==> src/rtl/core/assert_macros.svh <==
// ----------------------------------------------------------------------------
// assertion macros
// concurrent checks clocked on clk, disabled while rst_n is low
// ----------------------------------------------------------------------------
`ifndef ASSERT_MACROS_SVH
`define ASSERT_MACROS_SVH

// antecedent implies consequent in the same cycle
`define ASSERT_SAME(lbl, ante, cons, msg) \
  lbl: assert property (@(posedge clk) disable iff (!rst_n) (ante) |-> (cons)) \
    else $error(msg);

// antecedent implies consequent in the next cycle
`define ASSERT_NEXT(lbl, ante, cons, msg) \
  lbl: assert property (@(posedge clk) disable iff (!rst_n) (ante) |=> (cons)) \
    else $error(msg);

`endif

==> src/rtl/core/lpcm_pkg.sv <==
// ----------------------------------------------------------------------------
// lpcm_pkg
// shared types, codes and rounding helpers of the lpcm sample decoder
// ----------------------------------------------------------------------------
package lpcm_pkg;

  // sample size codes, reserved code acts as 24 bits
  localparam logic [1:0] SIZE_16 = 2'd0;
  localparam logic [1:0] SIZE_20 = 2'd1;

  localparam int CFG_IDX_W  = 2;
  localparam int CFG_DATA_W = 4;

  localparam logic [CFG_IDX_W-1:0] CFG_SAMPLE_SIZE   = 2'd0;
  localparam logic [CFG_IDX_W-1:0] CFG_BYTE_ORDER    = 2'd1;
  localparam logic [CFG_IDX_W-1:0] CFG_CHANNEL_COUNT = 2'd2;

  typedef struct packed {
    logic [1:0] sample_size;
    logic       msb_first;
    logic [3:0] channel_count;
  } cfg_t;

  typedef struct packed {
    logic signed [15:0] sample;
    logic [2:0]         chan;
    logic               fend;
  } result_t;

  // one or two results caused by a single input word
  typedef struct packed {
    result_t first;
    result_t second;
    logic    pair;
  } bundle_t;

  typedef struct packed {
    logic full;
    logic empty;
  } q_stat_t;

  // last channel index, out of range counts clamp to 1..8
  function automatic logic [2:0] last_chan(input logic [3:0] n);
    if (n == 4'd0) begin
      return 3'd0;
    end else if (n > 4'd8) begin
      return 3'd7;
    end else begin
      return 3'(n - 4'd1);
    end
  endfunction

  function automatic logic signed [15:0] sat17(input logic signed [16:0] v);
    if (v > 17'sd32767) begin
      return 16'sh7fff;
    end else if (v < -17'sd32768) begin
      return 16'sh8000;
    end else begin
      return v[15:0];
    end
  endfunction

  // (v + 128) >>> 8 then clamp
  function automatic logic signed [15:0] round24(input logic [23:0] raw);
    logic signed [24:0] s;
    s = $signed({raw[23], raw}) + 25'sd128;
    return sat17(s[24:8]);
  endfunction

  // (v + 8) >>> 4 then clamp
  function automatic logic signed [15:0] round20(input logic [19:0] raw);
    logic signed [20:0] s;
    s = $signed({raw[19], raw}) + 21'sd8;
    return sat17(s[20:4]);
  endfunction

endpackage

==> src/rtl/core/lpcm_in_if.sv <==
// ----------------------------------------------------------------------------
// lpcm_in_if
// input byte channel: valid/ready handshake with one payload byte
// ----------------------------------------------------------------------------
interface lpcm_in_if;
  logic       valid;
  logic       ready;
  logic [7:0] data_byte;
  logic       buffer_start;

  modport source (output valid, output data_byte, output buffer_start, input ready);
  modport sink (input valid, input data_byte, input buffer_start, output ready);
endinterface

==> src/rtl/core/lpcm_out_if.sv <==
// ----------------------------------------------------------------------------
// lpcm_out_if
// result channel: valid/ready handshake with one decoded sample
// ----------------------------------------------------------------------------
interface lpcm_out_if;
  logic               valid;
  logic               ready;
  logic signed [15:0] sample_out;
  logic [2:0]         channel_index;
  logic               frame_end;
  logic               run_last;

  modport source (
    output valid, output sample_out, output channel_index, output frame_end,
    output run_last, input ready
  );
  modport sink (
    input valid, input sample_out, input channel_index, input frame_end,
    input run_last, output ready
  );
endinterface

==> src/rtl/core/lpcm_outq.sv <==
// ----------------------------------------------------------------------------
// lpcm_outq
// two-entry result queue, unloads a pair bundle as two words
// ----------------------------------------------------------------------------
module lpcm_outq (
  input  logic               clk,
  input  logic               rst_n,
  input  logic               push,
  input  lpcm_pkg::bundle_t  bundle,
  output lpcm_pkg::q_stat_t  stat,
  lpcm_out_if.source         out_ch
);

  lpcm_pkg::bundle_t q_r [2];
  logic       wr_r, wr_nxt;
  logic       rd_r, rd_nxt;
  logic [1:0] cnt_r, cnt_nxt;
  logic       sub_r, sub_nxt;

  lpcm_pkg::bundle_t head;
  lpcm_pkg::result_t cur;
  logic last, pop, retire;

  always_comb begin
    head = q_r[rd_r];
    cur  = sub_r ? head.second : head.first;
    last = !head.pair || sub_r;

    out_ch.valid         = (cnt_r != 2'd0);
    out_ch.sample_out    = cur.sample;
    out_ch.channel_index = cur.chan;
    out_ch.frame_end     = cur.fend;
    out_ch.run_last      = last;

    pop    = out_ch.valid && out_ch.ready;
    retire = pop && last;

    sub_nxt = retire ? 1'b0 : (pop ? 1'b1 : sub_r);
    wr_nxt  = push ? !wr_r : wr_r;
    rd_nxt  = retire ? !rd_r : rd_r;
    cnt_nxt = cnt_r + {1'b0, push} - {1'b0, retire};

    stat.full  = (cnt_r == 2'd2);
    stat.empty = (cnt_r == 2'd0);
  end

  always_ff @(posedge clk) begin
    if (!rst_n) begin
      wr_r  <= 1'b0;
      rd_r  <= 1'b0;
      cnt_r <= 2'd0;
      sub_r <= 1'b0;
    end else begin
      wr_r  <= wr_nxt;
      rd_r  <= rd_nxt;
      cnt_r <= cnt_nxt;
      sub_r <= sub_nxt;
    end
  end

  always_ff @(posedge clk) begin
    if (push) begin
      q_r[wr_r] <= bundle;
    end
  end

endmodule

==> src/rtl/core/lpcm_unpack.sv <==
// ----------------------------------------------------------------------------
// lpcm_unpack
// byte assembly, rounding and channel tracking for one accepted byte
// ----------------------------------------------------------------------------
module lpcm_unpack (
  input  logic              clk,
  input  logic              rst_n,
  input  lpcm_pkg::cfg_t    cfg,
  input  logic              acc,
  input  logic [7:0]        data_byte,
  input  logic              buffer_start,
  output logic              push,
  output lpcm_pkg::bundle_t bundle
);

  logic [2:0] phase_r, phase_nxt;
  logic [2:0] chan_r, chan_nxt;
  logic [7:0] held_r [4];

  logic [2:0] ph, ch, ch1, ch2, lastph, lc;
  logic       complete, fe0, fe1, is16, is20;
  logic [7:0] h0, h1, h2, h3;
  logic [19:0] x20, y20;
  logic [23:0] v24;
  logic signed [15:0] s0;

  always_comb begin
    ph = buffer_start ? 3'd0 : phase_r;
    ch = buffer_start ? 3'd0 : chan_r;
    h0 = held_r[0];
    h1 = held_r[1];
    h2 = held_r[2];
    h3 = held_r[3];

    is16 = 1'b0;
    is20 = 1'b0;
    case (cfg.sample_size)
      lpcm_pkg::SIZE_16: begin
        lastph = 3'd1;
        is16   = 1'b1;
      end
      lpcm_pkg::SIZE_20: begin
        lastph = 3'd4;
        is20   = 1'b1;
      end
      default: lastph = 3'd2;
    endcase
    complete  = (ph >= lastph);
    phase_nxt = complete ? 3'd0 : 3'(ph + 3'd1);

    if (cfg.msb_first) begin
      x20 = {h0, h1, data_byte[7:4]};
      y20 = {h2, h3, data_byte[3:0]};
      v24 = {h0, h1, data_byte};
    end else begin
      x20 = {h1, h0, data_byte[3:0]};
      y20 = {h3, h2, data_byte[7:4]};
      v24 = {data_byte, h1, h0};
    end

    if (is16) begin
      s0 = cfg.msb_first ? $signed({h0, data_byte}) : $signed({data_byte, h0});
    end else if (is20) begin
      s0 = lpcm_pkg::round20(x20);
    end else begin
      s0 = lpcm_pkg::round24(v24);
    end

    // channel of each result, a counter at or past the last channel wraps
    lc  = lpcm_pkg::last_chan(cfg.channel_count);
    fe0 = (ch >= lc);
    ch1 = fe0 ? 3'd0 : 3'(ch + 3'd1);
    fe1 = (ch1 >= lc);
    ch2 = fe1 ? 3'd0 : 3'(ch1 + 3'd1);
    if (!complete) begin
      chan_nxt = ch;
    end else if (is20) begin
      chan_nxt = ch2;
    end else begin
      chan_nxt = ch1;
    end

    bundle.first.sample  = s0;
    bundle.first.chan    = ch;
    bundle.first.fend    = fe0;
    bundle.second.sample = lpcm_pkg::round20(y20);
    bundle.second.chan   = ch1;
    bundle.second.fend   = fe1;
    bundle.pair          = is20;
    push                 = acc && complete;
  end

  always_ff @(posedge clk) begin
    if (!rst_n) begin
      phase_r <= 3'd0;
      chan_r  <= 3'd0;
    end else if (acc) begin
      phase_r <= phase_nxt;
      chan_r  <= chan_nxt;
    end
  end

  // phase is below four whenever the byte is held
  always_ff @(posedge clk) begin
    if (acc && !complete) begin
      held_r[ph[1:0]] <= data_byte;
    end
  end

endmodule

==> src/rtl/core/lpcm_to_s16_sample_decoder.sv <==
// ----------------------------------------------------------------------------
// lpcm_to_s16_sample_decoder
// packed disc lpcm bytes in, rounded and clamped signed 16-bit samples out
// ----------------------------------------------------------------------------
// usage:
//   in_ch takes one payload byte per word; buffer_start restarts byte phase
//   and channel count at that byte. out_ch gives one sample per word with
//   its channel index, end of frame mark and run_last on the final sample
//   caused by a byte. a 20-bit pair gives two words on its fifth byte.
//   cfg_we/cfg_index/cfg_wdata write sample size, byte order and channel
//   count; write them only while no sample is pending.
// timing:
//   a byte is taken every cycle while the result queue has room; into an
//   empty queue a sample appears on out_ch the cycle after its last byte
//   is taken. assembly and rounding are combinational between the state
//   registers and a two-entry result queue, which sets the byte rate.
// reset:
//   rst_n clears phase, channel counter and queue and loads the default
//   configuration (16 bits, big-endian, two channels).
// stall:
//   while out_ch.ready is low the queue holds up to two result bundles;
//   in_ch.ready drops only when it is full.
// ----------------------------------------------------------------------------
`include "assert_macros.svh"

module lpcm_to_s16_sample_decoder (
  input  logic                              clk,
  input  logic                              rst_n,
  input  logic                              cfg_we,
  input  logic [lpcm_pkg::CFG_IDX_W-1:0]    cfg_index,
  input  logic [lpcm_pkg::CFG_DATA_W-1:0]   cfg_wdata,
  lpcm_in_if.sink                           in_ch,
  lpcm_out_if.source                        out_ch
);

  lpcm_pkg::cfg_t    cfg_r;
  lpcm_pkg::bundle_t bundle;
  lpcm_pkg::q_stat_t qs;
  logic              acc, push;
  logic              pair_first, chan_at_end;

  always_ff @(posedge clk) begin
    if (!rst_n) begin
      cfg_r.sample_size   <= lpcm_pkg::SIZE_16;
      cfg_r.msb_first     <= 1'b1;
      cfg_r.channel_count <= 4'd2;
    end else if (cfg_we) begin
      unique case (cfg_index)
        lpcm_pkg::CFG_SAMPLE_SIZE:   cfg_r.sample_size   <= cfg_wdata[1:0];
        lpcm_pkg::CFG_BYTE_ORDER:    cfg_r.msb_first     <= cfg_wdata[0];
        lpcm_pkg::CFG_CHANNEL_COUNT: cfg_r.channel_count <= cfg_wdata;
        default: ;
      endcase
    end
  end

  assign in_ch.ready = !qs.full;
  assign acc         = in_ch.valid && in_ch.ready;

  lpcm_unpack u_unpack (
    .clk          (clk),
    .rst_n        (rst_n),
    .cfg          (cfg_r),
    .acc          (acc),
    .data_byte    (in_ch.data_byte),
    .buffer_start (in_ch.buffer_start),
    .push         (push),
    .bundle       (bundle)
  );

  lpcm_outq u_outq (
    .clk    (clk),
    .rst_n  (rst_n),
    .push   (push),
    .bundle (bundle),
    .stat   (qs),
    .out_ch (out_ch)
  );

  assign pair_first  = out_ch.valid && out_ch.ready && !out_ch.run_last;
  assign chan_at_end = (out_ch.channel_index >= lpcm_pkg::last_chan(cfg_r.channel_count));

  // second sample of a pair follows right after the first is taken
  `ASSERT_NEXT(a_pair_second, pair_first, out_ch.valid && out_ch.run_last, "second sample missing")

  // an empty queue always takes input
  `ASSERT_SAME(a_empty_ready, !out_ch.valid, in_ch.ready, "input stalled with empty queue")

  // frame end marks the last channel of the current count
  `ASSERT_SAME(a_frame_end, out_ch.valid, out_ch.frame_end == chan_at_end, "frame end mismatch")

endmodule

==> src/flat_wrapper.sv <==
// flat-port wrapper written by rule: the top's interface ports become plain ports
module lpcm_to_s16_sample_decoder_flat 
  (clk, rst_n, cfg_we, cfg_index, cfg_wdata, in_ch_valid, in_ch_data_byte, in_ch_buffer_start, in_ch_ready, out_ch_valid, out_ch_sample_out, out_ch_channel_index, out_ch_frame_end, out_ch_run_last, out_ch_ready);
  lpcm_in_if in_ch_i ();
  lpcm_out_if out_ch_i ();
  input  logic clk;
  input  logic rst_n;
  input  logic cfg_we;
  input  logic [lpcm_pkg::CFG_IDX_W-1:0] cfg_index;
  input  logic [lpcm_pkg::CFG_DATA_W-1:0] cfg_wdata;
  input wire logic [$bits(in_ch_i.valid)-1:0] in_ch_valid;
  input wire logic [$bits(in_ch_i.data_byte)-1:0] in_ch_data_byte;
  input wire logic [$bits(in_ch_i.buffer_start)-1:0] in_ch_buffer_start;
  output wire logic [$bits(in_ch_i.ready)-1:0] in_ch_ready;
  output wire logic [$bits(out_ch_i.valid)-1:0] out_ch_valid;
  output wire logic [$bits(out_ch_i.sample_out)-1:0] out_ch_sample_out;
  output wire logic [$bits(out_ch_i.channel_index)-1:0] out_ch_channel_index;
  output wire logic [$bits(out_ch_i.frame_end)-1:0] out_ch_frame_end;
  output wire logic [$bits(out_ch_i.run_last)-1:0] out_ch_run_last;
  input wire logic [$bits(out_ch_i.ready)-1:0] out_ch_ready;
  assign in_ch_i.valid = in_ch_valid;
  assign in_ch_i.data_byte = in_ch_data_byte;
  assign in_ch_i.buffer_start = in_ch_buffer_start;
  assign in_ch_ready = in_ch_i.ready;
  assign out_ch_valid = out_ch_i.valid;
  assign out_ch_sample_out = out_ch_i.sample_out;
  assign out_ch_channel_index = out_ch_i.channel_index;
  assign out_ch_frame_end = out_ch_i.frame_end;
  assign out_ch_run_last = out_ch_i.run_last;
  assign out_ch_i.ready = out_ch_ready;
  lpcm_to_s16_sample_decoder u_core (.clk(clk), .rst_n(rst_n), .cfg_we(cfg_we), .cfg_index(cfg_index), .cfg_wdata(cfg_wdata), .in_ch(in_ch_i), .out_ch(out_ch_i));
endmodule
==> config.mk <==
export PLATFORM = sky130hd
export DESIGN_NAME = lpcm_to_s16_sample_decoder_flat
export DESIGN_NICKNAME = d
export VERILOG_FILES = /design/src/rtl/core/lpcm_pkg.sv /design/src/rtl/core/lpcm_in_if.sv /design/src/rtl/core/lpcm_out_if.sv /design/src/rtl/core/lpcm_outq.sv /design/src/rtl/core/lpcm_unpack.sv /design/src/rtl/core/lpcm_to_s16_sample_decoder.sv /design/src/flat_wrapper.sv
export VERILOG_INCLUDE_DIRS = /design/src /design/src/rtl/core
export SDC_FILE = /design/constraint.sdc
export NUM_CORES = 1
export LEC_CHECK = 0
export ABC_AREA = 1
export BUFFER_PORTS_ARGS = -buffer_cell sky130_fd_sc_hd__buf_2
export CAP_MARGIN = 10
export CORE_UTILIZATION = 65
export CTS_BUF_LIST = sky130_fd_sc_hd__clkbuf_16
export DETAILED_ROUTE_END_ITERATION = 7
export GPL_ROUTABILITY_DRIVEN = 1
export GPL_TIMING_DRIVEN = 0
export PLACE_DENSITY = 0.85
export SLEW_MARGIN = 20
export SYNTH_ARGS = -nofsm -noshare
export SYNTH_HDL_FRONTEND = slang
export SYNTH_SLANG_ARGS = --single-unit
==> constraint.sdc <==
create_clock -name clk -period 9 [get_ports clk]
set_input_delay 0.45 -clock clk [delete_from_list [all_inputs] [get_ports clk]]
set_output_delay 0.45 -clock clk [all_outputs]
set_load 0.03 [all_outputs]
==> results.toml, run 1 <==
[floorplan]
core.rowCount = 39
fp.dieW_um = 110
core_area_sq_um = 11400
die_height_um = 110
floorplan_die_area_sq_um = 12100
pin_count = 43
effective_utilization_at_floorplan_pct = 66.5

[yosys]
synthesis.nets = 924
yosys.cell_types.count = 38
synth_edf_count = 114
postSynthAreaPerCell_sq_um = 8.60
cells_after_synth = 883
synthFlopType = "edfxtp_1"
synth-async-reset-ratio_pct = 0
flip_flop_and_latch_count_after_synthesis = 133
yosys_warnings = 0
post_synthesis_instance_area_sq_um = 7600
ys_seq_area_share_pct = 50.1

[place]
placement.io_buffers = 42
place.detailed.hpwl_mm = 13.9
last_weighted_congestion_value_of_the_routability_driven_placer = 1.00
pre_cts_setup_slack_ps = 5500

[drt]
via_density = 5.82
initialDrtViolationCount = 603
totalWireLength_mm = 18.8
remaining_drc_errors = 0
detail-route-antenna-nets = 0
detailedRoute.firstPassIterationCount = 7
vias = 6411
wl_per_cell_um = 17.1

[run]
drv_cap = 0

[cts]
cts_repair_resize_count = 0
clkSlewWorstSetupHoldPaths_ps = 60
holdBufCountCts = 0
clk-insertion-delay-late_ps = 430
cts_num_sinks = 133
max-clock-path-buffers = 2
root_buffer = "clkbuf_16"
cts_made_buffers = 17
htreeDepth = 4
clock_tree_from_tritoncts = "done"
setup_bufs_post_cts = 0

[critical_path]
crit_path_end_kind = "flop"
critPathMaxFanout = 5
critical_path.cell_chain = "inv_1 > ha_1 > nand2_1 > nor2_1 > o21ai_0 > ha_1 > nand3_1 > o211ai_1 > nor3b_1 > ha_1 > nand2_1 > o211ai_1 > nor2_1 > a22o_1 > a21oi_1 > nor2_1"
timing_worst_setup_path_type = "reg2reg"
worst_setup_path_start_kind = "flop"
worst_path_max_delay_cell = "nor3b_1"
required_time_worst_endpoint_ps = 9310
critical_path.max_stage_delay_ps = 660
critical_path_arrival_ps = 3930

[timing]
grt_setup_unrepaired = "no"
number_of_endpoints_failing_setup_at_the_final_stage = 0
final_hold_viols = 0
final_total_negative_setup_slack_ps = 0
fin_max_slew_vios = 0
fin_worst_skew_ps = 15.7
timing.final.crit_share_pct = 40.2
highest_clock_rate_mhz = 277
post-route-min-period_ps = 3620
layout_setup_ws_ps = 5380
rel_slew_slack_pct = 51.2
timing_worst_slew_pin_value_ps = 730

[power]
power_density_nw_per_um2 = 240
power_leakage_nw = 3.62
power.ir.vdd_worst_mv = 0.210

[layout]
drive_above_1_share_pct = 16.3
signed_area_change_from_the_synthesized_netlist_to_the_final_layout_pct = 13.7
design.final.nets = 987
diodes = 0

[grt]
grt_first_pass_wirelength_mm = 29.2
grt_max_degree = 29
initial_antenna_violation_count = 0
global_route.usage.total_pct = 32.9
grt_pass1_vias = 5864
grt_overflow = 0

[worst_hold_path]
worst_hold_path_type = "in2reg"

[run_status]
outcome = "completed"
==> Yosys cell counts (2+ instances only) <==
cell / count / area [sq um]
buf_6: 5 / 56.3
buf_8: 2 / 30.0
o22ai_1: 20 / 125
o211ai_1: 7 / 52.6
a21oi_1: 27 / 135
nand2_2: 31 / 194
nor3_1: 6 / 30.0
clkbuf_1: 14 / 52.6
dfxtp_1: 19 / 380
xor2_1: 23 / 201
o21ai_1: 8 / 40.0
buf_2: 4 / 20.0
inv_2: 3 / 11.3
o21ai_2: 10 / 87.6
nand3_2: 6 / 60.1
o21a_1: 3 / 22.5
nor2_4: 2 / 22.5
nand3_1: 46 / 230
nor2_2: 7 / 43.8
nand2_1: 208 / 781
edfxtp_1: 114 / 3420
xnor2_1: 9 / 78.8
ha_1: 21 / 263
nor2_1: 106 / 398
or2_2: 10 / 62.6
inv_1: 83 / 312
nand4_1: 10 / 62.6
o21ai_0: 69 / 345
==> sequential cells by signal (all words and copies together) (netlist names), named ones only <==
register / count
u_core.u_outq.rd_r: 1
u_core.cfg_r: 7
u_core.u_outq.cnt_r: 2
u_core.u_outq.q_r: 82
u_core.u_outq.sub_r: 1
u_core.u_unpack.held_r: 32
u_core.u_outq.wr_r: 1
u_core.u_unpack.chan_r: 3
u_core.u_unpack.phase_r: 3
==> layout make-up <==
| type | instances | area (sq um) |
|---|---|---|
| Tap cell | 143 | 179 |
| Timing Repair Buffer | 44 | 258 |
| Clock buffer | 17 | 425 |
| Fill cell | 835 | 2780 |
| Inverter | 87 | 327 |
| Multi-Input combinational cell | 637 | 3310 |
| Clock inverter | 15 | 161 |
| Sequential cell | 133 | 3800 |
| Buffer | 26 | 166 |
==> cells by family (layout without fill, tap and decap cells) <==
logic type      count (synthesis)  count (layout)  share of synthesized area, %
compound gates                148             148                          11.1
flops                         133             133                          50.1
fa+ha+maj                      21              21                          3.46
xor+xnor                       32              32                          3.69
simple gates                  436             436                          25.2
buf+inv                       113             189                          6.49
==> placed cells by master (no fill, tap or decap), drive strengths merged, types with 3 or more instances in the layout <==
| cell | n |
|---|---|
| a21oi | 27 |
| buf | 56 |
| bufinv | 3 |
| clkbuf | 31 |
| clkinv | 9 |
| dfxtp | 19 |
| edfxtp | 114 |
| ha | 21 |
| inv | 89 |
| nand2 | 240 |
| nand3 | 52 |
| nand4 | 10 |
| nor2 | 115 |
| nor3 | 6 |
| o211ai | 7 |
| o21a | 3 |
| o21ai | 87 |
| o22ai | 20 |
| or2 | 11 |
| xnor2 | 9 |
| xor2 | 23 |
==> metrics by stage <==
stage	area [sq um]	util, %	hold WS [ps]	power, mW	std cells
global route	8630	75.6	265	2.16	1102
floorplan	7600	-	426	1.20	883
detailed placement	8050	70.5	443	1.38	1070
global placement	7990	69.9	437	1.35	1068
finish	8630	75.6	257	2.07	1102
CTS	8630	75.6	257	2.06	1102
==> worst paths after layout <==
path | start | end | slack (ps) | depth (start not counted)
worst max-delay path | u_core.cfg_r[0] | u_core.u_unpack.chan_r[1] | 5380 | 16
worst min-delay path | cfg_wdata[3] | u_core.cfg_r[3] | 260 | 3
worst max register to register | u_core.cfg_r[0] | u_core.u_unpack.chan_r[1] | 5380 | 16
worst min register to register | u_core.u_outq.rd_r | flop | 460 | 1
==> per-layer routing <==
layer | GRT usage, % | share of wire (%)
met4 | 14.6 | 3.0
met5 | 0 | 0
met1 | 44.0 | 42
met2 | 52.7 | 46
met3 | 6.00 | 8.2
==> report_power, final <==
| group | leakage, nW | switching [mW] | internal, mW |
|---|---|---|---|
| combinational | 2.14 | 0.438 | 0.170 |
| sequential | 1.19 | 0.0266 | 0.743 |
| clock | 0.289 | 0.262 | 0.431 |
==> critical path, delay by kind of cell, from the launching register on <==
kind | cells | cell delay (ps)
buffers and inverters | 1 | 60
flip-flops | 1 | 360
AND/OR/NAND/NOR | 7 | 1080
AO/OA/AOI/OAI | 5 | 1200
adder cells (fa/ha/maj) | 3 | 790
(Power assumes the default switching activity.)
==> run 2: changes to the inputs <==
CORE_UTILIZATION = 56   (was 65)
PLACE_DENSITY = 0.78   (was 0.85)
clock period = 3.25 ns   (was 9 ns; I/O delays follow)
==> results.toml, run 2 (same netlist as run 1, synthesis figures left out) <==
[run_status]
outcome = "completed"

[timing]
fin_worst_skew_ps = 11.9
timing_worst_slew_pin_value_ps = 583
rel_slew_slack_pct = 61.1
highest_clock_rate_mhz = 318
layout_setup_ws_ps = 110
final_hold_viols = 0
post-route-min-period_ps = 3140
number_of_endpoints_failing_setup_at_the_final_stage = 0
grt_setup_unrepaired = "yes"
fin_max_slew_vios = 0
timing.final.crit_share_pct = 96.6
final_total_negative_setup_slack_ps = 0

[layout]
multiInputGateArea_sq_um = 3350
largest_reg_flops = 82
regMostFlops = "u_core.u_outq.q_r"
fillerInstances = 1114
design.final.nets = 1000
seq_area_sq_um = 3800
drive_above_1_share_pct = 17.9
mostFrequentLayoutCell = "nand2_1"
diodes = 0
layout.cells.most_common_list = "nand2_1 (208), edfxtp_1 (114), nor2_1 (98)"
signed_area_change_from_the_synthesized_netlist_to_the_final_layout_pct = 15.9
finalInstanceArea_sq_um = 8800

[cts]
cts_num_sinks = 133
htreeDepth = 4
max-clock-path-buffers = 2
root_buffer = "clkbuf_16"
clkSlewWorstSetupHoldPaths_ps = 60
clock_tree_from_tritoncts = "done"
cts_made_buffers = 17
clk-insertion-delay-late_ps = 430

[grt]
grt_max_degree = 27
initial_antenna_violation_count = 0
grt_overflow = 0
global_route.usage.total_pct = 28.3
grt_first_pass_wirelength_mm = 29.8
grt_pass1_vias = 5869

[floorplan]
core_area_sq_um = 13200
pin_count = 43
core.rowCount = 42
effective_utilization_at_floorplan_pct = 57.4
fp.dieW_um = 118
die_height_um = 118
floorplan_die_area_sq_um = 14000

[critical_path]
crit_path_end_kind = "flop"
critPathMaxFanout = 4
required_time_worst_endpoint_ps = 3610
critical_path_arrival_ps = 3500
timing_worst_setup_path_type = "reg2reg"
worst_setup_path_start_kind = "flop"

[drt]
vias = 6321
initialDrtViolationCount = 619
detailedRoute.firstPassIterationCount = 7
via_density = 5.51
remaining_drc_errors = 0
totalWireLength_mm = 19.0
wl_per_cell_um = 16.5
detail-route-antenna-nets = 0

[place]
place.detailed.hpwl_mm = 13.8
last_weighted_congestion_value_of_the_routability_driven_placer = 0.965
post_dp_cell_area_sq_um = 8080
pre_cts_setup_slack_ps = -304
placement.io_buffers = 42

[power]
power_leakage_nw = 3.68
finalPower_mw = 5.74
power.ir.vdd_worst_mv = 0.326
power_density_nw_per_um2 = 652

[run]
drv_cap = 0

[worst_hold_path]
worst_hold_path_type = "in2reg"
[run 2: cell count changes in the layout (fill, tap and decap cells not counted), sizes merged]
cell	change
dlygate4sd3	+6
clkinvlp	+1
bufinv	-1
clkinv	-1
buf	+7
inv	+1
[run 2: path summary, 6_finish.rpt]
check                startpoint  depth (start not counted)                      endpoint  slack [ps]
max             u_core.cfg_r[0]                         16     u_core.u_unpack.chan_r[2]         110
min          in_ch_data_byte[3]                          1  u_core.u_unpack.held_r[3][3]          20
max reg2reg     u_core.cfg_r[0]                         16     u_core.u_unpack.chan_r[2]         110
min reg2reg  u_core.u_outq.rd_r                          1                          flop         460
[run 2: layout make-up]
class | instances | share of cell area, %
Timing Repair Buffer | 57 | 4.12
Sequential cell | 133 | 43.2
Clock buffer | 17 | 4.83
Inverter | 87 | 3.71
Tap cell | 176 | 2.50
Clock inverter | 15 | 1.75
Buffer | 26 | 1.89
Multi-Input combinational cell | 637 | 38.0
[run 2: critical path, stage by stage (launching register included)]
cell and delay [ps]:
dfxtp_1 360, inv_1 60, ha_1 210, nor2_1 110, nor2_1 70, ha_1 320, a21oi_1 200, o211ai_1 180
buf_4 190, nor3b_4 250, ha_1 300, a21oi_1 180, o211ai_1 150, buf_4 180, a21oi_1 130, nand2_1 70
a21oi_1 110
[run 2: what timing repair did]
item,CTS,global route
endpoints found under the setup margin,21,87
endpoints found under the hold margin,19,0
resized for setup,4,6
setup buffers,1,6
pin swaps,1,3
hold buffers,6,0
[run 2: metal layers]
metal,vias up,part of all wire (%),track usage (%)
met5,-,0,0
li1,3116,-,-
met1,2914,43,38.0
met2,258,47,44.8
met3,33,7.7,5.26
met4,0,2.4,12.8
[run 2: metrics by stage]
stage	util, %	instances	hold slack [ps]
6_report	66.5	1148	15.6
5_1_grt	66.5	1148	15.7
4_1_cts	66.0	1142	0.432
3_5_place_dp	61.0	1103	396
3_3_place_gp	60.6	1101	389
2_1_floorplan	-	883	261
[run 2: power by group]
group	leakage [nW]	internal, mW	switching (mW)
registers	1.19	2.06	0.0698
clock network	0.283	1.13	0.757
logic	2.20	0.499	1.23
total	3.68	3.69	2.05
